===== src/hw/rtl/ptt_pkg.sv =====
`timescale 1ns / 1ps

package ptt_pkg;

    localparam int NUM_TIMERS_DEFAULT = 16;
    localparam logic [9:0] TICK_PERIOD_RESET = 10'd10;

    localparam int TIME_W   = 32;
    localparam int APB_AW   = 3;
    localparam int APB_DW   = 32;
    localparam logic REG_TICK_PERIOD = 1'b0;

    typedef enum logic [1:0] {
        FUNC_ADD_REC = 2'd0,
        FUNC_ADD_ONE = 2'd1,
        FUNC_REMOVE  = 2'd2,
        FUNC_TICK    = 2'd3
    } func_t;

    typedef enum logic [1:0] {
        KIND_ADDED   = 2'd0,
        KIND_REMOVED = 2'd1,
        KIND_FIRED   = 2'd2,
        KIND_DONE    = 2'd3
    } kind_t;

    typedef enum logic [1:0] {
        ERR_NONE     = 2'd0,
        ERR_FULL     = 2'd1,
        ERR_NO_TIMER = 2'd2
    } err_t;

    typedef enum logic [2:0] {
        ST_IDLE,
        ST_DECODE,
        ST_FIND,
        ST_CHK,
        ST_DONE
    } state_t;

    typedef struct packed {
        func_t              func;
        logic [3:0]         timer_id;
        logic [TIME_W-1:0]  period_ms;
        logic [7:0]         topic;
        logic [15:0]        payload;
        logic [TIME_W-1:0]  now_ms;
    } req_t;

    typedef struct packed {
        kind_t              result_kind;
        logic [3:0]         slot_id;
        logic [7:0]         fired_topic;
        logic [15:0]        fired_payload;
        err_t               error_code;
        logic               last;
    } res_t;

    typedef struct packed {
        logic [TIME_W-1:0]  period;
        logic [TIME_W-1:0]  armed_ms;
        logic               recurring;
        logic [7:0]         topic;
        logic [15:0]        payload;
    } slot_t;

endpackage


===== src/hw/rtl/ptt_ram.sv =====
`timescale 1ns / 1ps

module ptt_ram #(
    parameter int WIDTH = 8,
    parameter int DEPTH = 16,
    localparam int AW = (DEPTH > 1) ? $clog2(DEPTH) : 1
) (
    input  logic             clk,
    input  logic             we,
    input  logic [AW-1:0]    waddr,
    input  logic [WIDTH-1:0] wdata,
    input  logic             re,
    input  logic [AW-1:0]    raddr,
    output logic [WIDTH-1:0] rdata
);

    logic [WIDTH-1:0] mem [DEPTH];
    logic [WIDTH-1:0] rdata_reg;

    always_ff @(posedge clk)
    begin
        if (we)
        begin
            mem[waddr] <= wdata;
        end
        if (re)
        begin
            rdata_reg <= mem[raddr];
        end
    end

    assign rdata = rdata_reg;

endmodule


===== src/hw/rtl/ptt_cmp.sv =====
`timescale 1ns / 1ps

module ptt_cmp
    import ptt_pkg::*;
(
    input  logic [TIME_W-1:0] now_ms,
    input  logic [TIME_W-1:0] since_ms,
    input  logic [TIME_W-1:0] limit_ms,
    output logic              elapsed
);

    logic [TIME_W-1:0] diff;

    assign diff    = now_ms - since_ms;
    assign elapsed = (diff >= limit_ms);

endmodule


===== src/hw/rtl/ptt_apb.sv =====
`timescale 1ns / 1ps

module ptt_apb
    import ptt_pkg::*;
(
    input  logic              clk,
    input  logic              rst_n,
    input  logic              psel,
    input  logic              penable,
    input  logic              pwrite,
    input  logic [APB_AW-1:0] paddr,
    input  logic [APB_DW-1:0] pwdata,
    output logic [APB_DW-1:0] prdata,
    output logic              pready,
    output logic [9:0]        tick_period
);

    logic [9:0] tick_period_reg;
    logic [9:0] tick_period_next;
    logic       hit;

    assign hit    = (paddr[APB_AW-1] == REG_TICK_PERIOD);
    assign pready = 1'b1;

    always_comb
    begin
        tick_period_next = tick_period_reg;
        if (psel && penable && pwrite && hit)
        begin
            tick_period_next = pwdata[9:0];
        end
    end

    always_ff @(posedge clk or negedge rst_n)
    begin
        if (!rst_n)
        begin
            tick_period_reg <= TICK_PERIOD_RESET;
        end
        else
        begin
            tick_period_reg <= tick_period_next;
        end
    end

    assign prdata      = hit ? APB_DW'(tick_period_reg) : '0;
    assign tick_period = tick_period_reg;

endmodule


===== src/hw/rtl/ptt_seq.sv =====
`timescale 1ns / 1ps

module ptt_seq
    import ptt_pkg::*;
#(
    parameter int NUM_TIMERS = NUM_TIMERS_DEFAULT,
    localparam int IDX_W = (NUM_TIMERS > 1) ? $clog2(NUM_TIMERS) : 1,
    localparam int SLOT_W = $bits(slot_t)
) (
    input  logic              clk,
    input  logic              rst_n,
    input  logic              req_valid,
    output logic              req_ready,
    input  req_t              req,
    output logic              res_valid,
    input  logic              res_ready,
    output res_t              res,
    input  logic [9:0]        tick_period,
    output logic              ram_we,
    output logic [IDX_W-1:0]  ram_waddr,
    output logic [SLOT_W-1:0] ram_wdata,
    output logic              ram_re,
    output logic [IDX_W-1:0]  ram_raddr,
    input  logic [SLOT_W-1:0] ram_rdata,
    output logic [TIME_W-1:0] cmp_now,
    output logic [TIME_W-1:0] cmp_since,
    output logic [TIME_W-1:0] cmp_limit,
    input  logic              cmp_elapsed
);

    localparam logic [IDX_W-1:0] LAST_IDX = IDX_W'(NUM_TIMERS - 1);

    state_t                  state_reg, state_next;
    logic [IDX_W-1:0]        idx_reg, idx_next;
    req_t                    req_reg, req_next;
    res_t                    res_reg, res_next;
    logic                    res_valid_reg, res_valid_next;
    logic [NUM_TIMERS-1:0]   valid_reg, valid_next;
    logic [TIME_W-1:0]       last_scan_reg, last_scan_next;
    logic                    scanned_reg, scanned_next;

    slot_t                   rd_slot;
    slot_t                   wr_slot;
    logic                    out_free;
    logic                    rm_in_range;
    logic [IDX_W-1:0]        rm_idx;
    logic                    rm_hit;
    logic                    slot_hit;

    assign rd_slot     = slot_t'(ram_rdata);
    assign ram_wdata   = SLOT_W'(wr_slot);
    assign out_free    = !res_valid_reg || res_ready;
    assign rm_in_range = (32'(req_reg.timer_id) < 32'(NUM_TIMERS));
    assign rm_idx      = IDX_W'(req_reg.timer_id);
    assign rm_hit      = rm_in_range && valid_reg[rm_idx];
    assign slot_hit    = valid_reg[idx_reg] && cmp_elapsed;

    assign req_ready = (state_reg == ST_IDLE);
    assign res_valid = res_valid_reg;
    assign res       = res_reg;

    always_comb
    begin
        cmp_now = req_reg.now_ms;
        if (state_reg == ST_DECODE)
        begin
            cmp_since = last_scan_reg;
            cmp_limit = TIME_W'(tick_period);
        end
        else
        begin
            cmp_since = rd_slot.armed_ms;
            cmp_limit = rd_slot.period;
        end
    end

    always_comb
    begin
        state_next     = state_reg;
        idx_next       = idx_reg;
        req_next       = req_reg;
        res_next       = res_reg;
        res_valid_next = res_valid_reg && !res_ready;
        valid_next     = valid_reg;
        last_scan_next = last_scan_reg;
        scanned_next   = scanned_reg;
        ram_we         = 1'b0;
        ram_waddr      = idx_reg;
        ram_re         = 1'b0;
        ram_raddr      = idx_reg + IDX_W'(1);
        wr_slot        = rd_slot;
        wr_slot.armed_ms = req_reg.now_ms;

        unique case (state_reg)
            ST_IDLE:
            begin
                if (req_valid)
                begin
                    req_next   = req;
                    state_next = ST_DECODE;
                end
            end

            ST_DECODE:
            begin
                unique case (req_reg.func)
                    FUNC_ADD_REC, FUNC_ADD_ONE:
                    begin
                        idx_next   = '0;
                        state_next = ST_FIND;
                    end
                    FUNC_REMOVE:
                    begin
                        if (out_free)
                        begin
                            res_next.result_kind   = KIND_REMOVED;
                            res_next.slot_id       = req_reg.timer_id;
                            res_next.fired_topic   = '0;
                            res_next.fired_payload = '0;
                            res_next.error_code    = rm_hit ? ERR_NONE : ERR_NO_TIMER;
                            res_next.last          = 1'b1;
                            res_valid_next         = 1'b1;
                            if (rm_hit)
                            begin
                                valid_next[rm_idx] = 1'b0;
                            end
                            state_next = ST_IDLE;
                        end
                    end
                    FUNC_TICK:
                    begin
                        if (!scanned_reg || cmp_elapsed)
                        begin
                            scanned_next   = 1'b1;
                            last_scan_next = req_reg.now_ms;
                            idx_next       = '0;
                            ram_re         = 1'b1;
                            ram_raddr      = '0;
                            state_next     = ST_CHK;
                        end
                        else
                        begin
                            state_next = ST_DONE;
                        end
                    end
                endcase
            end

            ST_FIND:
            begin
                if (!valid_reg[idx_reg])
                begin
                    if (out_free)
                    begin
                        ram_we                 = 1'b1;
                        wr_slot.period         = req_reg.period_ms;
                        wr_slot.armed_ms       = req_reg.now_ms;
                        wr_slot.recurring      = (req_reg.func == FUNC_ADD_REC);
                        wr_slot.topic          = req_reg.topic;
                        wr_slot.payload        = req_reg.payload;
                        valid_next[idx_reg]    = 1'b1;
                        res_next.result_kind   = KIND_ADDED;
                        res_next.slot_id       = 4'(idx_reg);
                        res_next.fired_topic   = '0;
                        res_next.fired_payload = '0;
                        res_next.error_code    = ERR_NONE;
                        res_next.last          = 1'b1;
                        res_valid_next         = 1'b1;
                        state_next             = ST_IDLE;
                    end
                end
                else if (idx_reg == LAST_IDX)
                begin
                    if (out_free)
                    begin
                        res_next.result_kind   = KIND_ADDED;
                        res_next.slot_id       = '0;
                        res_next.fired_topic   = '0;
                        res_next.fired_payload = '0;
                        res_next.error_code    = ERR_FULL;
                        res_next.last          = 1'b1;
                        res_valid_next         = 1'b1;
                        state_next             = ST_IDLE;
                    end
                end
                else
                begin
                    idx_next = idx_reg + IDX_W'(1);
                end
            end

            ST_CHK:
            begin
                if (!slot_hit || out_free)
                begin
                    if (slot_hit)
                    begin
                        res_next.result_kind   = KIND_FIRED;
                        res_next.slot_id       = 4'(idx_reg);
                        res_next.fired_topic   = rd_slot.topic;
                        res_next.fired_payload = rd_slot.payload;
                        res_next.error_code    = ERR_NONE;
                        res_next.last          = 1'b0;
                        res_valid_next         = 1'b1;
                        if (rd_slot.recurring)
                        begin
                            ram_we = 1'b1;
                        end
                        else
                        begin
                            valid_next[idx_reg] = 1'b0;
                        end
                    end
                    if (idx_reg == LAST_IDX)
                    begin
                        state_next = ST_DONE;
                    end
                    else
                    begin
                        idx_next = idx_reg + IDX_W'(1);
                        ram_re   = 1'b1;
                    end
                end
            end

            ST_DONE:
            begin
                if (out_free)
                begin
                    res_next.result_kind   = KIND_DONE;
                    res_next.slot_id       = '0;
                    res_next.fired_topic   = '0;
                    res_next.fired_payload = '0;
                    res_next.error_code    = ERR_NONE;
                    res_next.last          = 1'b1;
                    res_valid_next         = 1'b1;
                    state_next             = ST_IDLE;
                end
            end

            default:
            begin
                state_next = ST_IDLE;
            end
        endcase
    end

    always_ff @(posedge clk or negedge rst_n)
    begin
        if (!rst_n)
        begin
            state_reg     <= ST_IDLE;
            idx_reg       <= '0;
            res_valid_reg <= 1'b0;
            valid_reg     <= '0;
            last_scan_reg <= '0;
            scanned_reg   <= 1'b0;
        end
        else
        begin
            state_reg     <= state_next;
            idx_reg       <= idx_next;
            res_valid_reg <= res_valid_next;
            valid_reg     <= valid_next;
            last_scan_reg <= last_scan_next;
            scanned_reg   <= scanned_next;
        end
    end

    always_ff @(posedge clk)
    begin
        req_reg <= req_next;
        res_reg <= res_next;
    end

endmodule


===== src/hw/rtl/periodic_oneshot_timer_table.sv =====
`timescale 1ns / 1ps
// Channel   Signals                                    Moves
// req       req_valid / req_ready / req (req_t)        one add, remove or tick request
// res       res_valid / res_ready / res (res_t)        one result, last marks the final one
// apb       psel penable pwrite paddr pwdata prdata    tick period register at 0x0
//
// Add tests one slot per cycle and waits at a free slot while a result is held.
// Tick goes to its done result when gated out, else it scans one slot per cycle, unless
// a held result blocks a firing slot, via the slot RAM and one shared subtract-compare.
// Reset clears the slot valid flops at once; no clearing pass follows.
// A held result stalls the sequencer only when it has a new result to place.

module periodic_oneshot_timer_table
    import ptt_pkg::*;
#(
    parameter int NUM_TIMERS = NUM_TIMERS_DEFAULT
) (
    input  logic              clk,
    input  logic              rst_n,
    input  logic              req_valid,
    output logic              req_ready,
    input  req_t              req,
    output logic              res_valid,
    input  logic              res_ready,
    output res_t              res,
    input  logic              psel,
    input  logic              penable,
    input  logic              pwrite,
    input  logic [APB_AW-1:0] paddr,
    input  logic [APB_DW-1:0] pwdata,
    output logic [APB_DW-1:0] prdata,
    output logic              pready
);

    localparam int IDX_W  = (NUM_TIMERS > 1) ? $clog2(NUM_TIMERS) : 1;
    localparam int SLOT_W = $bits(slot_t);

    logic [9:0]        tick_period;
    logic              ram_we;
    logic [IDX_W-1:0]  ram_waddr;
    logic [SLOT_W-1:0] ram_wdata;
    logic              ram_re;
    logic [IDX_W-1:0]  ram_raddr;
    logic [SLOT_W-1:0] ram_rdata;
    logic [TIME_W-1:0] cmp_now;
    logic [TIME_W-1:0] cmp_since;
    logic [TIME_W-1:0] cmp_limit;
    logic              cmp_elapsed;

    ptt_apb u_apb (
        .clk         (clk),
        .rst_n       (rst_n),
        .psel        (psel),
        .penable     (penable),
        .pwrite      (pwrite),
        .paddr       (paddr),
        .pwdata      (pwdata),
        .prdata      (prdata),
        .pready      (pready),
        .tick_period (tick_period)
    );

    ptt_ram #(
        .WIDTH (SLOT_W),
        .DEPTH (NUM_TIMERS)
    ) u_slot_ram (
        .clk   (clk),
        .we    (ram_we),
        .waddr (ram_waddr),
        .wdata (ram_wdata),
        .re    (ram_re),
        .raddr (ram_raddr),
        .rdata (ram_rdata)
    );

    ptt_cmp u_cmp (
        .now_ms   (cmp_now),
        .since_ms (cmp_since),
        .limit_ms (cmp_limit),
        .elapsed  (cmp_elapsed)
    );

    ptt_seq #(
        .NUM_TIMERS (NUM_TIMERS)
    ) u_seq (
        .clk         (clk),
        .rst_n       (rst_n),
        .req_valid   (req_valid),
        .req_ready   (req_ready),
        .req         (req),
        .res_valid   (res_valid),
        .res_ready   (res_ready),
        .res         (res),
        .tick_period (tick_period),
        .ram_we      (ram_we),
        .ram_waddr   (ram_waddr),
        .ram_wdata   (ram_wdata),
        .ram_re      (ram_re),
        .ram_raddr   (ram_raddr),
        .ram_rdata   (ram_rdata),
        .cmp_now     (cmp_now),
        .cmp_since   (cmp_since),
        .cmp_limit   (cmp_limit),
        .cmp_elapsed (cmp_elapsed)
    );

endmodule

===== config.mk =====
export PLATFORM = sky130hd
export DESIGN_NAME = periodic_oneshot_timer_table
export DESIGN_NICKNAME = d
export VERILOG_FILES = /design/src/hw/rtl/ptt_pkg.sv /design/src/hw/rtl/ptt_ram.sv /design/src/hw/rtl/ptt_cmp.sv /design/src/hw/rtl/ptt_apb.sv /design/src/hw/rtl/ptt_seq.sv /design/src/hw/rtl/periodic_oneshot_timer_table.sv
export SDC_FILE = /design/constraint.sdc
export NUM_CORES = 2
export LEC_CHECK = 0
export ABC_AREA = 1
export BUFFER_PORTS_ARGS = -buffer_cell sky130_fd_sc_hd__buf_2
export CORE_ASPECT_RATIO = 0.6
export CORE_UTILIZATION = 45
export DETAILED_ROUTE_END_ITERATION = 7
export MAX_ROUTING_LAYER = met4
export PLACE_DENSITY = 0.64
export SLEW_MARGIN = 20
export SYNTH_ARGS = -nofsm -noshare
export SYNTH_HDL_FRONTEND = slang
export SYNTH_SLANG_ARGS = --single-unit
export TNS_END_PERCENT = 10

===== constraint.sdc =====
create_clock -name clk -period 17.5 [get_ports clk]
set_input_delay 1.75 -clock clk [delete_from_list [all_inputs] [get_ports clk]]
set_output_delay 1.75 -clock clk [all_outputs]
set_load 0.05 [all_outputs]

==> flow_metrics.env <==
export IMPL_dieArea_um2=168000
export IMPL_synth_flop_cell="edfxtp_1"
export IMPL_worstSkewPairLatency_ns=0.82
export IMPL_seq_area_frac_synth_pct=68.0
export IMPL_largest_register_ffs=1424
export IMPL_grt_pass1_wl_mm=301
export IMPL_holdBufCountCts=0
export IMPL_crit_top_cell="nand2_1"
export IMPL_timing_rr_start="u_seq.state_reg[2]"
export IMPL_wl_mm=202
export IMPL_leakagePower_uw=0.0313
export IMPL_grt_pass1_vias=46500
export IMPL_final_nets=6697
export IMPL_setup_viol=0
export IMPL_intPower_uw=8880
export IMPL_fmax_ghz=0.0958
export IMPL_drive_above_1_share_pct=12.1
export IMPL_finClkSkew_ns=0.0760
export IMPL_synth_compound_area_share_pct=4.71
export IMPL_critPathKind="reg -> reg"
export IMPL_synth_xor_area_share_pct=0.374
export IMPL_p_seq_share_pct=38.9
export IMPL_synthesis_area_um2=74900
export IMPL_crit_fanout=82
export IMPL_area_growth_synth_to_final_pct=10.3
export IMPL_synth_adder_area_share_pct=1.15
export IMPL_period_share_pct=59.7
export IMPL_power_density_nw_per_um2=176
export IMPL_cts_tree="built"
export IMPL_max_cap_violations=0
export IMPL_synthSimpleGateAreaFrac_pct=18.8
export IMPL_p_switching_uw=5650
export IMPL_drt_iter0_markers=6369
export IMPL_vias=49700
export IMPL_cts_made_buffers=166
export IMPL_hpwlAfterDp_mm=100
export IMPL_path_buf_inv=5
export IMPL_synth_cell_types=51
export IMPL_postCtsSetupBuffers=0
export IMPL_r2r_end="u_slot_ram.rdata[55]"
export IMPL_min_delay_start="u_seq.last_scan_reg[8]"
export IMPL_grt_max_degree=210
export IMPL_rsz0062_at_grt="false"
export IMPL_final_area_um2=82600
export IMPL_synth_warnings=0
export IMPL_dp_cells=8547
export IMPL_synth_ff_latch_count=1707
export IMPL_coreArea_um2=164000
export IMPL_hold_path_class="reg -> reg"
export IMPL_startpoint_type="flop"
export IMPL_final_common_cell="edfxtp_1"
export IMPL_power_switching_share_pct=38.9
export IMPL_end_kind="flop"
export IMPL_grt_usage_pct=24.3
export IMPL_min_to="u_seq.last_scan_reg[8]"
export IMPL_cts_repair_resized=0
export IMPL_drt_pass1_iter_count=6
export IMPL_place_congestion=0.897
export IMPL_crit_required_ns=18.05
export IMPL_synthCells=6479
export IMPL_cts_clk_slew_worst_paths_ns=0.06
export IMPL_cts_buffer_depth=4
export IMPL_mostFrequentLayoutCells="edfxtp_1, nand3_1, nand2_1"
export IMPL_clock_sinks=1707
export IMPL_die_w_um=529
export IMPL_drv_slew=0
export IMPL_place_area_um2=77600
export IMPL_drc=0
export IMPL_async_flop_share_pct=3.93
export IMPL_initial_core_util_pct=45.5
export IMPL_arrival_ns=10.99
export IMPL_r2r_slack_ns=7.06
export IMPL_fillers=14200
export IMPL_htreeDepth=4
export IMPL_row_count=115
export IMPL_cp_slowest_cell="buf_4"
export IMPL_worst_pin_slew_ns=1.23
export IMPL_port_buffers=156
export IMPL_synth_edff_count=1640
export IMPL_crit_family="simple AND/OR/NAND/NOR gates"
export IMPL_hold_viol=0
export IMPL_slowest_delay_ns=0.91
export IMPL_min_path_cells=2
export IMPL_p_clk_share_pct=23.5
export IMPL_combPwrFrac_pct=37.5
export IMPL_p_total_uw=14500
export IMPL_final_cells=8835
export IMPL_root_buffer="clkbuf_16"
export IMPL_die_h_um=318
export IMPL_period_minus_slack_ns=10.44
export IMPL_final_antenna_net_count=0
export IMPL_reg2reg_depth=29
export IMPL_avgSynthCellArea_um2=11.6
export IMPL_slew_headroom_pct=17.8
export IMPL_setup_tns_ns=0
export IMPL_ir_drop_uv=134
export IMPL_fin_util_pct=50.2
export IMPL_ioPinCount=204
export IMPL_synth_top_family_by_area="simple AND/OR/NAND/NOR gates"
export IMPL_viasPerCell=5.62
export IMPL_grt_overflow=0
export IMPL_synthMuxAreaShare_pct=0.401
export IMPL_routedWlPerCell_um=22.9
export IMPL_antenna_found_initial=3
export IMPL_status="complete, no violations"
worst max path at each step:
| stage | start | to | slack (ns) | cells after the start |
|---|---|---|---|---|
| floorplan | u_seq.state_reg[2] | u_slot_ram.mem[7][0] | 6.47 | 29 |
| global placement | u_seq.state_reg[2] | u_slot_ram.rdata[55] | 7.62 | 31 |
| detailed placement | u_seq.state_reg[2] | u_slot_ram.rdata[55] | 7.52 | 28 |
| CTS | u_seq.state_reg[2] | u_slot_ram.rdata[55] | 7.54 | 28 |
| global route | u_seq.state_reg[2] | u_slot_ram.rdata[55] | 6.87 | 28 |
| finish | u_seq.state_reg[2] | u_slot_ram.rdata[55] | 7.06 | 29 |
stage by stage:
stage | hold slack (ns) | setup slack [ns]
2_1_floorplan | 0.449 | 6.47
3_3_place_gp | 0.461 | 7.62
3_5_place_dp | 0.466 | 7.52
4_1_cts | 0.483 | 7.54
5_1_grt | 0.496 | 6.87
6_report | 0.482 | 7.06
cells by family (layout without fill, tap and decap cells):
kind of cell	Yosys count	in the layout
other	2	24
buffers and inverters	1198	1309
xor gates and xnor gates	32	32
and+or+nand+nor	2959	2959
adders and majority gates	68	68
AOI/OAI and AO/OA	483	483
muxes	30	30
DFF	1707	1707
routing by layer:
| layer | track usage (%) | wire [um] | up-vias |
|---|---|---|---|
| li1 | - | - | 22700 |
| met1 | 35.5 | 90800 | 24400 |
| met2 | 35.6 | 89700 | 2328 |
| met3 | 3.63 | 17500 | 281 |
| met4 | 5.96 | 4570 | 0 |
| met5 | - | 0 | - |
worst min-delay path, cell delays in order, from the launching register on:
cell and delay [ns]:
dfrtp_1 0.34, nand2_1 0.05, nand2_1 0.05
synth_stat cells (3+ instances only):
cell	instances	area share, %
dfrtp_1	65	2.2
a21oi_1	75	0.50
o2111ai_1	267	3.1
or2_2	270	2.3
nor2_4	3	0.045
mux2i_1	30	0.40
edfxtp_1	1640	66
nand2_2	3	0.025
nand3b_1	181	1.8
nand2_1	967	4.8
a32oi_1	3	0.035
inv_1	749	3.8
o22ai_1	5	0.042
clkbuf_1	169	0.85
nand4_1	8	0.067
o31ai_1	4	0.040
buf_4	32	0.32
buf_2	202	1.4
o21ai_1	21	0.14
xor2_1	21	0.25
buf_1	34	0.17
inv_2	9	0.045
nor3_1	23	0.15
o221ai_1	4	0.047
xnor2_1	11	0.13
a31oi_1	3	0.025
nand3_1	1190	8.0
o21a_1	6	0.060
o21ai_0	81	0.54
nor2_1	307	1.5
ha_1	67	1.1
power by group through the flow:
stage,clock [uW],sequential [uW],combinational [uW]
after floorplan,0,5840,3640
after global placement,0,5730,5260
after detailed placement,0,5740,5350
after CTS,3470,5660,5370
after global routing,3620,5680,6010
final,3420,5660,5450
layout make-up:
type,count,area (um^2),area share (%)
Inverter,759,2870,3.48
Clock inverter,70,546,0.660
Antenna cell,1,2.50,0.00303
Timing Repair Buffer,264,1740,2.11
Clock buffer,216,4450,5.39
Multi-Input combinational cell,3595,19300,23.3
Sequential cell,1707,50900,61.7
Tap cell,2223,2780,3.37
(Power assumes the default switching activity.)
